==> config.mk <==
export PLATFORM = sky130hd
export DESIGN_NAME = frame_header_length_decoder
export DESIGN_NICKNAME = d
export VERILOG_FILES = /design/src/fhld_pkg.sv /design/src/fhld_in_stage.sv /design/src/fhld_decode.sv /design/src/fhld_out_stage.sv /design/src/frame_header_length_decoder.sv
export VERILOG_INCLUDE_DIRS = /design/src /design/src/src
export SDC_FILE = /design/constraint.sdc
export NUM_CORES = 1
export LEC_CHECK = 0
export BUFFER_PORTS_ARGS = -buffer_cell sky130_fd_sc_hd__buf_2
export CAP_MARGIN = 20
export CORE_MARGIN = 4
export CORE_UTILIZATION = 35
export CTS_CLUSTER_DIAMETER = 60
export CTS_CLUSTER_SIZE = 28
export DETAILED_ROUTE_END_ITERATION = 10
export PLACE_DENSITY = 0.53
export SETUP_SLACK_MARGIN = 0.1
export SLEW_MARGIN = 20
export SYNTH_ARGS = -nofsm -noshare
export SYNTH_HDL_FRONTEND = slang
export SYNTH_SLANG_ARGS = --single-unit
==> constraint.sdc <==
create_clock -name clock -period 8.1 [get_ports clock]
set_input_delay 0.405 -clock clock [delete_from_list [all_inputs] [get_ports clock]]
set_output_delay 0.405 -clock clock [all_outputs]
set_load 0.02 [all_outputs]
==> src/assert_macros.svh <==
// Assertion macros for the frame header decoder; only fhld_decode includes them.
// No dependencies; included by files that carry concurrent assertions.
`ifndef ASSERT_MACROS_SVH
`define ASSERT_MACROS_SVH

// Condition must hold at every clock edge outside reset.
`define ASSERT_ALWAYS(label, clk, rst, cond) \
   label: assert property (@(posedge clk) disable iff (rst) (cond)) \
      else $error("assertion failed");

// When the antecedent holds, the consequent must hold in the following cycle.
`define ASSERT_NEXT(label, clk, rst, ante, cons) \
   label: assert property (@(posedge clk) disable iff (rst) (ante) |=> (cons)) \
      else $error("assertion failed");

`endif

==> src/fhld_pkg.sv <==
// Package for the frame header and length decoder: types and constants.
// No dependencies; used by all fhld modules and the top level.
`default_nettype none

package fhld_pkg;

   localparam int BYTE_WIDTH       = 8;
   localparam int LENGTH_WIDTH     = 64;
   localparam int MAX_LENGTH_WIDTH = 63;
   localparam int COUNT_WIDTH      = 4;
   localparam int FLAGS_WIDTH      = 3;
   localparam int CSR_INDEX_WIDTH  = 2;
   localparam int CSR_DATA_WIDTH   = 64;

   localparam int FLAG_MORE_BIT    = 0;
   localparam int FLAG_LARGE_BIT   = 1;
   localparam int FLAG_COMMAND_BIT = 2;

   localparam logic [COUNT_WIDTH-1:0] LONG_LENGTH_BYTES  = 4'd8;
   localparam logic [COUNT_WIDTH-1:0] SHORT_LENGTH_BYTES = 4'd1;

   typedef enum logic [1:0] {
      PHASE_FLAGS   = 2'd0,
      PHASE_LENGTH  = 2'd1,
      PHASE_PAYLOAD = 2'd2,
      PHASE_ERROR   = 2'd3
   } phase_type;

   typedef enum logic [1:0] {
      KIND_HEADER  = 2'd0,
      KIND_PAYLOAD = 2'd1,
      KIND_ERROR   = 2'd2
   } kind_type;

   typedef enum logic [CSR_INDEX_WIDTH-1:0] {
      CSR_LIMIT_ENABLE = 2'd0,
      CSR_MAX_LENGTH   = 2'd1
   } csr_index_type;

   typedef struct packed {
      logic                        limit_enable;
      logic [MAX_LENGTH_WIDTH-1:0] max_length;
   } cfg_type;

   typedef struct packed {
      kind_type                kind;
      logic [LENGTH_WIDTH-1:0] frame_length;
      logic                    more_bit;
      logic                    command_bit;
      logic [BYTE_WIDTH-1:0]   payload;
      logic                    last;
   } result_type;

endpackage

`default_nettype wire

==> src/fhld_in_stage.sv <==
// Input register of the frame header decoder: holds one accepted byte.
// Depends on fhld_pkg.
`default_nettype none

module fhld_in_stage (
   input  wire logic                           clock,
   input  wire logic                           reset,
   input  wire logic                           req_valid,
   output logic                                req_ready,
   input  wire logic [fhld_pkg::BYTE_WIDTH-1:0] req_data_byte,
   input  wire logic                           fire,
   output logic                                in_valid,
   output logic [fhld_pkg::BYTE_WIDTH-1:0]     in_byte
);

   logic                            in_valid_ff;
   logic                            in_valid_in;
   logic [fhld_pkg::BYTE_WIDTH-1:0] in_byte_ff;
   logic [fhld_pkg::BYTE_WIDTH-1:0] in_byte_in;
   logic                            take;

   assign req_ready = !in_valid_ff || fire;
   assign take      = req_valid && req_ready;

   always_comb begin
      in_valid_in = in_valid_ff;
      in_byte_in  = in_byte_ff;
      if (take) begin
         in_valid_in = 1'b1;
         in_byte_in  = req_data_byte;
      end else if (fire) begin
         in_valid_in = 1'b0;
      end
   end

   always_ff @(posedge clock) begin
      if (reset) begin
         in_valid_ff <= 1'b0;
      end else begin
         in_valid_ff <= in_valid_in;
      end
   end

   always_ff @(posedge clock) begin
      in_byte_ff <= in_byte_in;
   end

   assign in_valid = in_valid_ff;
   assign in_byte  = in_byte_ff;

endmodule

`default_nettype wire

==> src/fhld_decode.sv <==
// Frame parser state and next-state logic for one byte per cycle while the result register is free.
// Depends on fhld_pkg and assert_macros.svh.
`default_nettype none
`include "assert_macros.svh"

module fhld_decode (
   input  wire logic                           clock,
   input  wire logic                           reset,
   input  wire logic                           in_valid,
   input  wire logic [fhld_pkg::BYTE_WIDTH-1:0] in_byte,
   input  wire logic                           out_free,
   input  wire fhld_pkg::cfg_type              cfg,
   output logic                                fire,
   output logic                                res_valid,
   output fhld_pkg::result_type                res
);

   fhld_pkg::phase_type                phase_ff;
   fhld_pkg::phase_type                phase_in;
   logic [fhld_pkg::FLAGS_WIDTH-1:0]   flags_ff;
   logic [fhld_pkg::FLAGS_WIDTH-1:0]   flags_in;
   logic [fhld_pkg::LENGTH_WIDTH-1:0]  shift_ff;
   logic [fhld_pkg::LENGTH_WIDTH-1:0]  shift_in;
   logic [fhld_pkg::COUNT_WIDTH-1:0]   bytes_left_ff;
   logic [fhld_pkg::COUNT_WIDTH-1:0]   bytes_left_in;
   logic [fhld_pkg::LENGTH_WIDTH-1:0]  payload_left_ff;
   logic [fhld_pkg::LENGTH_WIDTH-1:0]  payload_left_in;

   logic [fhld_pkg::LENGTH_WIDTH-1:0]  shifted;
   logic [fhld_pkg::COUNT_WIDTH-1:0]   bytes_left_dec;
   logic [fhld_pkg::LENGTH_WIDTH-1:0]  payload_left_dec;
   logic                               too_long;
   logic                               fin;

   assign fire = in_valid && out_free;

   assign shifted = {shift_ff[fhld_pkg::LENGTH_WIDTH-fhld_pkg::BYTE_WIDTH-1:0], in_byte};
   assign bytes_left_dec = (bytes_left_ff != '0) ?
                           bytes_left_ff - {{(fhld_pkg::COUNT_WIDTH-1){1'b0}}, 1'b1} : '0;
   assign payload_left_dec = (payload_left_ff != '0) ?
                             payload_left_ff - {{(fhld_pkg::LENGTH_WIDTH-1){1'b0}}, 1'b1} : '0;
   assign too_long = cfg.limit_enable && (shifted > {1'b0, cfg.max_length});
   assign fin = (payload_left_ff <= {{(fhld_pkg::LENGTH_WIDTH-1){1'b0}}, 1'b1});

   always_comb begin
      phase_in        = phase_ff;
      flags_in        = flags_ff;
      shift_in        = shift_ff;
      bytes_left_in   = bytes_left_ff;
      payload_left_in = payload_left_ff;
      res_valid       = 1'b0;
      res.kind        = fhld_pkg::KIND_HEADER;
      res.frame_length = '0;
      res.more_bit    = flags_ff[fhld_pkg::FLAG_MORE_BIT];
      res.command_bit = flags_ff[fhld_pkg::FLAG_COMMAND_BIT];
      res.payload     = '0;
      res.last        = 1'b0;
      case (phase_ff)
         fhld_pkg::PHASE_FLAGS: begin
            flags_in      = in_byte[fhld_pkg::FLAGS_WIDTH-1:0];
            shift_in      = '0;
            bytes_left_in = in_byte[fhld_pkg::FLAG_LARGE_BIT] ?
                            fhld_pkg::LONG_LENGTH_BYTES : fhld_pkg::SHORT_LENGTH_BYTES;
            phase_in      = fhld_pkg::PHASE_LENGTH;
         end
         fhld_pkg::PHASE_LENGTH: begin
            shift_in      = shifted;
            bytes_left_in = bytes_left_dec;
            if (bytes_left_dec == '0) begin
               res_valid        = 1'b1;
               res.frame_length = shifted;
               if (too_long) begin
                  phase_in = fhld_pkg::PHASE_ERROR;
                  res.kind = fhld_pkg::KIND_ERROR;
               end else if (shifted == '0) begin
                  phase_in = fhld_pkg::PHASE_FLAGS;
                  res.last = 1'b1;
               end else begin
                  phase_in        = fhld_pkg::PHASE_PAYLOAD;
                  payload_left_in = shifted;
               end
            end
         end
         fhld_pkg::PHASE_PAYLOAD: begin
            payload_left_in = payload_left_dec;
            if (fin) begin
               phase_in = fhld_pkg::PHASE_FLAGS;
            end
            res_valid   = 1'b1;
            res.kind    = fhld_pkg::KIND_PAYLOAD;
            res.payload = in_byte;
            res.last    = fin;
         end
         default: begin
            phase_in = fhld_pkg::PHASE_ERROR;
         end
      endcase
   end

   always_ff @(posedge clock) begin
      if (reset) begin
         phase_ff        <= fhld_pkg::PHASE_FLAGS;
         flags_ff        <= '0;
         shift_ff        <= '0;
         bytes_left_ff   <= '0;
         payload_left_ff <= '0;
      end else if (fire) begin
         phase_ff        <= phase_in;
         flags_ff        <= flags_in;
         shift_ff        <= shift_in;
         bytes_left_ff   <= bytes_left_in;
         payload_left_ff <= payload_left_in;
      end
   end

   `ASSERT_NEXT(a_error_sticky, clock, reset,
                phase_ff == fhld_pkg::PHASE_ERROR, phase_ff == fhld_pkg::PHASE_ERROR)
   `ASSERT_ALWAYS(a_payload_count_nonzero, clock, reset,
                  phase_ff != fhld_pkg::PHASE_PAYLOAD || payload_left_ff != '0)
   `ASSERT_ALWAYS(a_length_count_nonzero, clock, reset,
                  phase_ff != fhld_pkg::PHASE_LENGTH || bytes_left_ff != '0)

endmodule

`default_nettype wire

==> src/fhld_out_stage.sv <==
// Result register of the frame header decoder with its output handshake.
// Depends on fhld_pkg.
`default_nettype none

module fhld_out_stage (
   input  wire logic                 clock,
   input  wire logic                 reset,
   input  wire logic                 fire,
   input  wire logic                 res_valid,
   input  wire fhld_pkg::result_type res,
   input  wire logic                 rsp_ready,
   output logic                      out_free,
   output logic                      rsp_valid,
   output fhld_pkg::result_type      rsp_res
);

   logic                 out_valid_ff;
   logic                 out_valid_in;
   fhld_pkg::result_type out_res_ff;

   assign out_free = !out_valid_ff || rsp_ready;

   always_comb begin
      out_valid_in = out_valid_ff;
      if (out_free) begin
         out_valid_in = fire && res_valid;
      end
   end

   always_ff @(posedge clock) begin
      if (reset) begin
         out_valid_ff <= 1'b0;
      end else begin
         out_valid_ff <= out_valid_in;
      end
   end

   always_ff @(posedge clock) begin
      if (fire && res_valid) begin
         out_res_ff <= res;
      end
   end

   assign rsp_valid = out_valid_ff;
   assign rsp_res   = out_res_ff;

endmodule

`default_nettype wire

==> src/frame_header_length_decoder.sv <==
// Frame header and length decoder: one byte per item, at most one result item per byte.
// A byte is held in the input register; its result is then registered in the result register.
// One byte per cycle while the result register is free or rsp_ready is high; otherwise the byte stalls.
// Reset (synchronous): parser waits for a flags byte, length limit is off, both registers empty.
// Depends on fhld_pkg, fhld_in_stage, fhld_decode and fhld_out_stage.
`default_nettype none

module frame_header_length_decoder (
   input  wire logic                                clock,
   input  wire logic                                reset,
   input  wire logic                                req_valid,
   output logic                                     req_ready,
   input  wire logic [fhld_pkg::BYTE_WIDTH-1:0]      req_data_byte,
   output logic                                     rsp_valid,
   input  wire logic                                rsp_ready,
   output logic [1:0]                               rsp_kind,
   output logic [fhld_pkg::LENGTH_WIDTH-1:0]        rsp_frame_length,
   output logic                                     rsp_more_bit,
   output logic                                     rsp_command_bit,
   output logic [fhld_pkg::BYTE_WIDTH-1:0]          rsp_payload,
   output logic                                     rsp_last,
   input  wire logic                                csr_valid,
   output logic                                     csr_ready,
   input  wire logic [fhld_pkg::CSR_INDEX_WIDTH-1:0] csr_index,
   input  wire logic [fhld_pkg::CSR_DATA_WIDTH-1:0]  csr_data
);

   fhld_pkg::cfg_type               cfg_ff;
   fhld_pkg::cfg_type               cfg_in;
   logic                            fire;
   logic                            in_valid;
   logic [fhld_pkg::BYTE_WIDTH-1:0] in_byte;
   logic                            out_free;
   logic                            res_valid;
   fhld_pkg::result_type            res;
   fhld_pkg::result_type            rsp_res;

   assign csr_ready = 1'b1;

   always_comb begin
      cfg_in = cfg_ff;
      if (csr_valid) begin
         case (csr_index)
            fhld_pkg::CSR_LIMIT_ENABLE: begin
               cfg_in.limit_enable = csr_data[0];
            end
            fhld_pkg::CSR_MAX_LENGTH: begin
               cfg_in.max_length = csr_data[fhld_pkg::MAX_LENGTH_WIDTH-1:0];
            end
            default: begin
               cfg_in = cfg_ff;
            end
         endcase
      end
   end

   always_ff @(posedge clock) begin
      if (reset) begin
         cfg_ff <= '0;
      end else begin
         cfg_ff <= cfg_in;
      end
   end

   fhld_in_stage u_in_stage (
      .clock         (clock),
      .reset         (reset),
      .req_valid     (req_valid),
      .req_ready     (req_ready),
      .req_data_byte (req_data_byte),
      .fire          (fire),
      .in_valid      (in_valid),
      .in_byte       (in_byte)
   );

   fhld_decode u_decode (
      .clock     (clock),
      .reset     (reset),
      .in_valid  (in_valid),
      .in_byte   (in_byte),
      .out_free  (out_free),
      .cfg       (cfg_ff),
      .fire      (fire),
      .res_valid (res_valid),
      .res       (res)
   );

   fhld_out_stage u_out_stage (
      .clock     (clock),
      .reset     (reset),
      .fire      (fire),
      .res_valid (res_valid),
      .res       (res),
      .rsp_ready (rsp_ready),
      .out_free  (out_free),
      .rsp_valid (rsp_valid),
      .rsp_res   (rsp_res)
   );

   assign rsp_kind         = rsp_res.kind;
   assign rsp_frame_length = rsp_res.frame_length;
   assign rsp_more_bit     = rsp_res.more_bit;
   assign rsp_command_bit  = rsp_res.command_bit;
   assign rsp_payload      = rsp_res.payload;
   assign rsp_last         = rsp_res.last;

endmodule

`default_nettype wire
==> out/metrics.yaml, run 1 <==
clockBufferDepth: 3
critPathRequiredTime_ns: 8.62
synth.cell_area_um2: 13700
async_flop_share_pct: 0
antenna_found_initial: 1
hold_path_class: "primary input to register"
clk_latency_ns: 0.61
power-per-cell-area_nw_per_um2: 224
drtIter0Drc: 837
critPathMaxFanout: 71
criticalPathCategory: "register to register"
period_share_pct: 54.2
power.static_leakage_nw: 6.24
track_usage_pct: 19.9
reg2reg_depth: 11
place_inst: 2086
clockRootBuffer: "clkbuf_16"
synth_edf_count: 85
wire_per_inst_um: 19.9
setup_viol: 0
netlist_instances: 1494
start_util_pct: 35.3
worst-endpoint-arrival_ns: 4.92
finalClockSkew_ns: 0.0421
die_area_um2: 42200
setup.worst_path.end: "u_decode.payload_left_ff[11]$_SDFFE_PP0P_"
slew_headroom_pct: 31.4
cp-start-kind: "register"
area_growth_syn_to_layout_pct: 17.6
fin_crit_ns: 4.39
endpoint_kind: "register"
post-cts-setup-buffers: 0
syn_avg_cell_area_um2: 9.14
maxCapViolCount: 0
hold_viol_final: 0
yosysWarnings: 0
cts_tree: "done"
yosys-top-cells-area: "dfxtp_1 28%, edfxtp_1 19%, ha_1 6.4%, nand2_1 5.1%, a21oi_1 4.8%"
die-width_um: 206
fp-row-count: 72
synth_cell_types: 79
max-vdd-ir-drop_v: 0.000155
vias_per_cell: 5.50
worst_pin_slew_ns: 1.03
rsz0062_at_grt: "false"
cts_sinks: 279
final_common_cell: "dfxtp_1"
postCtsHoldBufs: 10
finalNetCount: 1760
hpwl_mm: 28.6
outcome: "complete, no violations"
num_vias: 11834
grt_pass1_wl_mm: 66.5
drive_above_1_share_pct: 16.0
grt_pass1_vias: 11256
synth_nets: 1643
ant_nets: 0
startpoint: "u_decode.phase_ff[1]$_SDFFE_PP0P_"
cts_resized: 0
synth_flop_cell: "dfxtp_1"
diodes: 0
cts_buffers: 30
core_um2: 38600
drc: 0
io_pins: 159
drtPass1Iterations: 5
fmax_ghz: 0.228
ys_ff_latch: 279
gp_congestion: 0.836
slew_violations: 0
clk_pin_slew_ns: 0.08
yosysSeqAreaShare_pct: 47.1
r2r_start: "u_decode.phase_ff[1]$_SDFFE_PP0P_"
overflow: 0
r2r_slack_ns: 3.71
fp.dieH_um: 206
io_buffer_count: 156
grt_max_degree: 84
yosys.area.top_type_share_pct: 28.4
fin_tns_setup_ns: 0
drt_wl_total_mm: 42.8
htreeDepth: 1
layout_common_cells: "194 x dfxtp_1, 186 x nand2_1, 155 x buf_2, 130 x a21oi_1, 130 x nor2_1"
final_cells: 2153
rr_endpoint: "u_decode.payload_left_ff[11]$_SDFFE_PP0P_"
yosysTopAreaCell: "dfxtp_1"
-- state kept, by name, indices dropped and copies added (netlist names) --
signal	cells
u_out_stage.rsp_res	77
u_in_stage.in_byte	8
u_decode.flags_ff	2
u_decode.shift_ff	56
u_decode.bytes_left_ff	4
u_decode.payload_left_ff	64
cfg_ff	64
u_in_stage.in_valid	1
u_out_stage.rsp_valid	1
u_decode.phase_ff	2
-- power breakdown --
part	switching (mW)	internal, mW	leakage (nW)	total, mW
Clock	0.767	0.782	0.554	1.55
Sequential	0.0329	1.46	2.33	1.50
Combinational	0.367	0.178	3.36	0.545
-- critical path, stage by stage (launching register included) --
cell and delay [ns]:
dfxtp_1 0.35, inv_1 0.10, ha_2 0.16, buf_4 0.48
and3_2 0.29, buf_4 0.52, nand2_1 0.11, nor2_1 0.17
nor3b_1 0.68, a21oi_4 0.35, nor2_2 0.82, a221o_1 0.27
-- metal layers --
| layer | wire length (µm) | GRT usage, % | vias up | share of wire, % |
|---|---|---|---|---|
| li1 | - | - | 5702 | - |
| met1 | 19700 | 28.3 | 5749 | 46 |
| met2 | 19800 | 32.2 | 334 | 46 |
| met3 | 2450 | 2.85 | 49 | 5.7 |
| met4 | 829 | 4.52 | 0 | 1.9 |
| met5 | 0 | 0 | - | 0 |
-- stage by stage --
step	worst slack (ns)	hold WS [ns]	area (µm²)	util [%]	power [mW]
after floorplan	4.98	0.408	13700	-	1.91
after global placement	3.82	0.420	14800	38.3	2.06
after detailed placement	3.72	0.420	14800	38.3	2.07
after CTS	3.70	0.00463	16000	41.5	3.62
after global routing	3.38	0.0206	16100	41.6	3.74
final	3.71	0.0319	16100	41.6	3.59
-- cells in the mapped netlist (9+ instances only) --
cell,instances
edfxtp_1,85
nand2_1,186
ha_1,70
nor3_1,33
and3_1,82
nor2_1,131
nand4_1,19
a221o_1,13
buf_2,12
a21oi_1,130
o211ai_1,13
nand2b_1,10
o21ai_1,13
clkbuf_1,71
o21ai_0,33
inv_1,84
mux2i_1,9
a22o_1,9
nor4_1,28
and2_1,11
dfxtp_1,194
a22oi_1,64
nand3_1,25
a32oi_1,14
-- logic make-up (layout without fill, tap and decap cells) --
| logic type | after synthesis | count (layout) | synth area share [%] |
|---|---|---|---|
| simple gates | 585 | 585 | 21.9 |
| compound gates | 362 | 362 | 17.9 |
| flops | 279 | 279 | 47.1 |
| buf+inv | 181 | 322 | 5.50 |
| fa+ha+maj | 70 | 70 | 6.41 |
| mux | 9 | 9 | 0.660 |
| xor+xnor | 7 | 7 | 0.449 |
| other cells | 1 | 1 | 0.0275 |
-- cell type report --
cell class / count / area, µm²
flip-flops and latches: 279 / 6440
clock buffers: 31 / 776
inverters: 85 / 320
fillers: 3913 / 22600
repair buffers: 181 / 1020
clock inverters: 25 / 375
well taps: 518 / 648
multi-input cells: 1034 / 6490
-- how the worst min path moves through the flow --
stage                                   endpoint  cells past startpoint  slack [ns]                               from
2_1_floorplan  u_out_stage.rsp_res[10]$_DFFE_PP_                      0        0.41  u_decode.flags_ff[0]$_SDFFE_PP0P_
4_1_cts                  cfg_ff[18]$_SDFFE_PP0P_                      3       0.005                       csr_data[18]
5_1_grt                  cfg_ff[24]$_SDFFE_PP0P_                      3        0.02                       csr_data[24]
6_report                 cfg_ff[43]$_SDFFE_PP0P_                      3        0.03                       csr_data[43]
3_3_place_gp   u_out_stage.rsp_res[10]$_DFFE_PP_                      0        0.42  u_decode.flags_ff[0]$_SDFFE_PP0P_
3_5_place_dp   u_out_stage.rsp_res[10]$_DFFE_PP_                      0        0.42  u_decode.flags_ff[0]$_SDFFE_PP0P_
No activity file was read; power rests on OpenSTA's default activity.
==> run 2: changes to the inputs <==
--- a/config.mk
+++ b/config.mk
@@ -13,7 +13,7 @@
 export CTS_CLUSTER_DIAMETER = 60
 export CTS_CLUSTER_SIZE = 28
 export DETAILED_ROUTE_END_ITERATION = 10
-export PLACE_DENSITY = 0.53
+export PLACE_DENSITY = 0.55
 export SETUP_SLACK_MARGIN = 0.1
 export SLEW_MARGIN = 20
 export SYNTH_ARGS = -nofsm -noshare
==> constraint.sdc (replaced) <==
create_clock -name clock -period 3.7 [get_ports clock]
set_input_delay 0.185 -clock clock [delete_from_list [all_inputs] [get_ports clock]]
set_output_delay 0.185 -clock clock [all_outputs]
set_load 0.02 [all_outputs]
==> run 2 against run 1 <==
Effect of this change: sequential power up 120%; power up 120%; critical path depth down 1; wire length up 5.8%; sequential cell count unchanged; sequential share of layout area down 2.6 points; combinational power up 140%; register-to-register slack worse by 3.3 ns; setup slack worse by 3.3 ns; cell area up 6.9%; hold slack better by 0.084 ns; fmax up 32%; largest cell class unchanged.
==> out/metrics.yaml, run 2 (synthesis gave the netlist of run 1 again) <==
power-per-cell-area_nw_per_um2: 451  # was 224 nW/µm²
period_share_pct: 89.9  # was 54.2%
finalNetCount: 1894  # was 1760
cts_sinks: 279  # unchanged
wire_per_inst_um: 19.8  # was 19.9 µm
track_usage_pct: 20.9  # was 19.9%
grt_pass1_vias: 12007  # was 11256
cp_slowest_cell: "a311oi_2"  # was nor2_2
grt_pass1_wl_mm: 70.0  # was 66.5 mm
clockBufferDepth: 3  # unchanged
final_common_cell: "dfxtp_1"  # unchanged
vias_per_cell: 5.45  # was 5.50
maxCapViolCount: 0  # unchanged
finalClockSkew_ns: 0.0332  # was 0.0421 ns
drtIter0Drc: 841  # was 837
outcome: "complete, no violations"  # unchanged
drt_wl_total_mm: 45.3  # was 42.8 mm
area_growth_syn_to_layout_pct: 25.7  # was 17.6%
holdWs_ns: 0.116  # was 0.0319 ns
clk_pin_slew_ns: 0.07  # was 0.08 ns
antenna_found_initial: 1  # unchanged
max-vdd-ir-drop_v: 0.000288  # was 0.000155 V
worst-endpoint-arrival_ns: 3.75  # was 4.92 ns
io_pins: 159  # unchanged
reg2reg_depth: 10  # was 11
hold_viol_final: 0  # unchanged
core_um2: 38600  # unchanged
crit_buf_inv: 1  # was 3
rsz0062_at_grt: "false"  # unchanged
io_buffer_count: 156  # unchanged
slew_violations: 0  # unchanged
die_area_um2: 42200  # unchanged
r2r_slack_ns: 0.37  # was 3.71 ns
critPathRequiredTime_ns: 4.12  # was 8.62 ns
cp-start-kind: "register"  # unchanged
fin_crit_ns: 3.33  # was 4.39 ns
grt_max_degree: 67  # was 84
hold_path_class: "primary input to register"  # unchanged
cts_buffers: 29  # was 30
drc: 0  # unchanged
post-cts-setup-buffers: 0  # unchanged
ant_nets: 0  # unchanged
diodes: 0  # unchanged
r2r_start: "u_in_stage.in_byte[1]$_DFFE_PP_"  # was u_decode.phase_ff[1]$_SDFFE_PP0P_
hpwl_mm: 31.1  # was 28.6 mm
worstHoldStart: "reset"  # was csr_data[43]
die-width_um: 206  # unchanged
power.static_leakage_nw: 6.85  # was 6.24 nW
endpoint_kind: "register"  # unchanged
slew_headroom_pct: 48.3  # was 31.4%
setup_viol: 0  # unchanged
layout_common_cells: "194 x dfxtp_1, 186 x nand2_1, 155 x buf_2, 130 x a21oi_1, 130 x nor2_1"  # unchanged
drive_above_1_share_pct: 18.6  # was 16.0%
htreeDepth: 1  # unchanged
criticalPathCategory: "register to register"  # unchanged
clk_latency_ns: 0.58  # was 0.61 ns
num_vias: 12463  # was 11834
worst_pin_slew_ns: 0.774  # was 1.03 ns
hold_depth: 2  # was 3
cp_top_family: "compound AO/OA/AOI/OAI gates"  # was simple AND/OR/NAND/NOR gates
clockRootBuffer: "clkbuf_16"  # unchanged
worstHoldEndpoint: "u_decode.payload_left_ff[16]$_SDFFE_PP0P_"  # was cfg_ff[43]$_SDFFE_PP0P_
fin_tns_setup_ns: 0  # unchanged
max_stage_delay_ns: 0.67  # was 0.82 ns
cts_tree: "done"  # unchanged
fp.dieH_um: 206  # unchanged
fp-row-count: 72  # unchanged
start_util_pct: 35.3  # unchanged
largest_register_ffs: 77  # unchanged
drtPass1Iterations: 5  # unchanged
gp_congestion: 0.875  # was 0.836
crit_chain: "ha_1 -> nor2b_1 -> o211ai_1 -> a2111oi_0 -> or4_1 -> a311oi_2 -> a21o_1 -> buf_4 -> mux2i_1 -> o21ai_0"  # was inv_1 -> ha_2 -> buf_4 -> and3_2 -> buf_4 -> nand2_1 -> nor2_1 -> nor3b_1 -> a21oi_4 -> nor2_2 -> a221o_1
critPathMaxFanout: 21  # was 71
fmax_ghz: 0.300  # was 0.228 GHz
overflow: 0  # unchanged
rr_endpoint: "u_decode.payload_left_ff[2]$_SDFFE_PP0P_"  # was u_decode.payload_left_ff[11]$_SDFFE_PP0P_
-- run 2: cell types whose count changed in the layout (fill, tap and decap cells not counted), moves of 4 or more --
cell	change
buf_4	+66
dlygate4sd3_1	+66
clkinv_8	-5
inv_16	-4
buf_12	+4
-- run 2: worst max path at each step --
stage	cells after the start	slack, ns	endpoint	startpoint
2_1_floorplan	6	0.58	u_out_stage.rsp_res[0]$_DFFE_PP_	u_decode.phase_ff[0]$_SDFFE_PP0P_
3_3_place_gp	9	0.26	u_decode.payload_left_ff[31]$_SDFFE_PP0P_	u_in_stage.in_byte[5]$_DFFE_PP_
3_5_place_dp	9	0.26	u_decode.payload_left_ff[32]$_SDFFE_PP0P_	u_in_stage.in_byte[1]$_DFFE_PP_
4_1_cts	9	0.24	u_decode.payload_left_ff[11]$_SDFFE_PP0P_	u_in_stage.in_byte[1]$_DFFE_PP_
5_1_grt	10	0.15	u_decode.payload_left_ff[2]$_SDFFE_PP0P_	u_in_stage.in_byte[1]$_DFFE_PP_
6_report	10	0.37	u_decode.payload_left_ff[2]$_SDFFE_PP0P_	u_in_stage.in_byte[1]$_DFFE_PP_
-- run 2: cell type report --
type                    instances  area [µm²]
multi-input cells            1034        6510
repair buffers                316        2220
flip-flops and latches        279        6440
well taps                     518         648
fillers                      3734       21500
clock buffers                  31         743
clock inverters                23         292
inverters                      85         320
-- run 2: what timing repair did --
action / in CTS / in global routing
resized for setup: 0 / 2
hold buffers: 76 / 0
hold endpoints to repair: 74 / 0
endpoints found under the setup margin: 0 / 13
-- run 2: metrics by stage --
stage	instances	power, mW	instance area (µm²)	setup WS [ns]	util [%]
3_3_place_gp	2156	4.56	15400	0.264	39.8
6_report	2286	7.75	17200	0.372	44.4
3_5_place_dp	2156	4.57	15400	0.257	39.8
5_1_grt	2286	8.08	17200	0.153	44.4
4_1_cts	2286	7.81	17200	0.236	44.4
2_1_floorplan	1494	4.18	13700	0.585	-
-- run 2: per-layer routing --
| metal | wire length (µm) | vias up | track usage, % |
|---|---|---|---|
| li1 | - | 5959 | - |
| met1 | 20700 | 6019 | 29.8 |
| met2 | 20400 | 396 | 32.7 |
| met3 | 2610 | 85 | 3.10 |
| met4 | 1390 | 4 | 6.65 |
| met5 | 96 | - | 0.952 |
-- run 2: report_power, final --
part / internal, mW / switching, mW / leakage (nW)
Clock: 1.74 / 1.43 / 0.509
Combinational: 0.468 / 0.849 / 4.01
Sequential: 3.21 / 0.0509 / 2.33
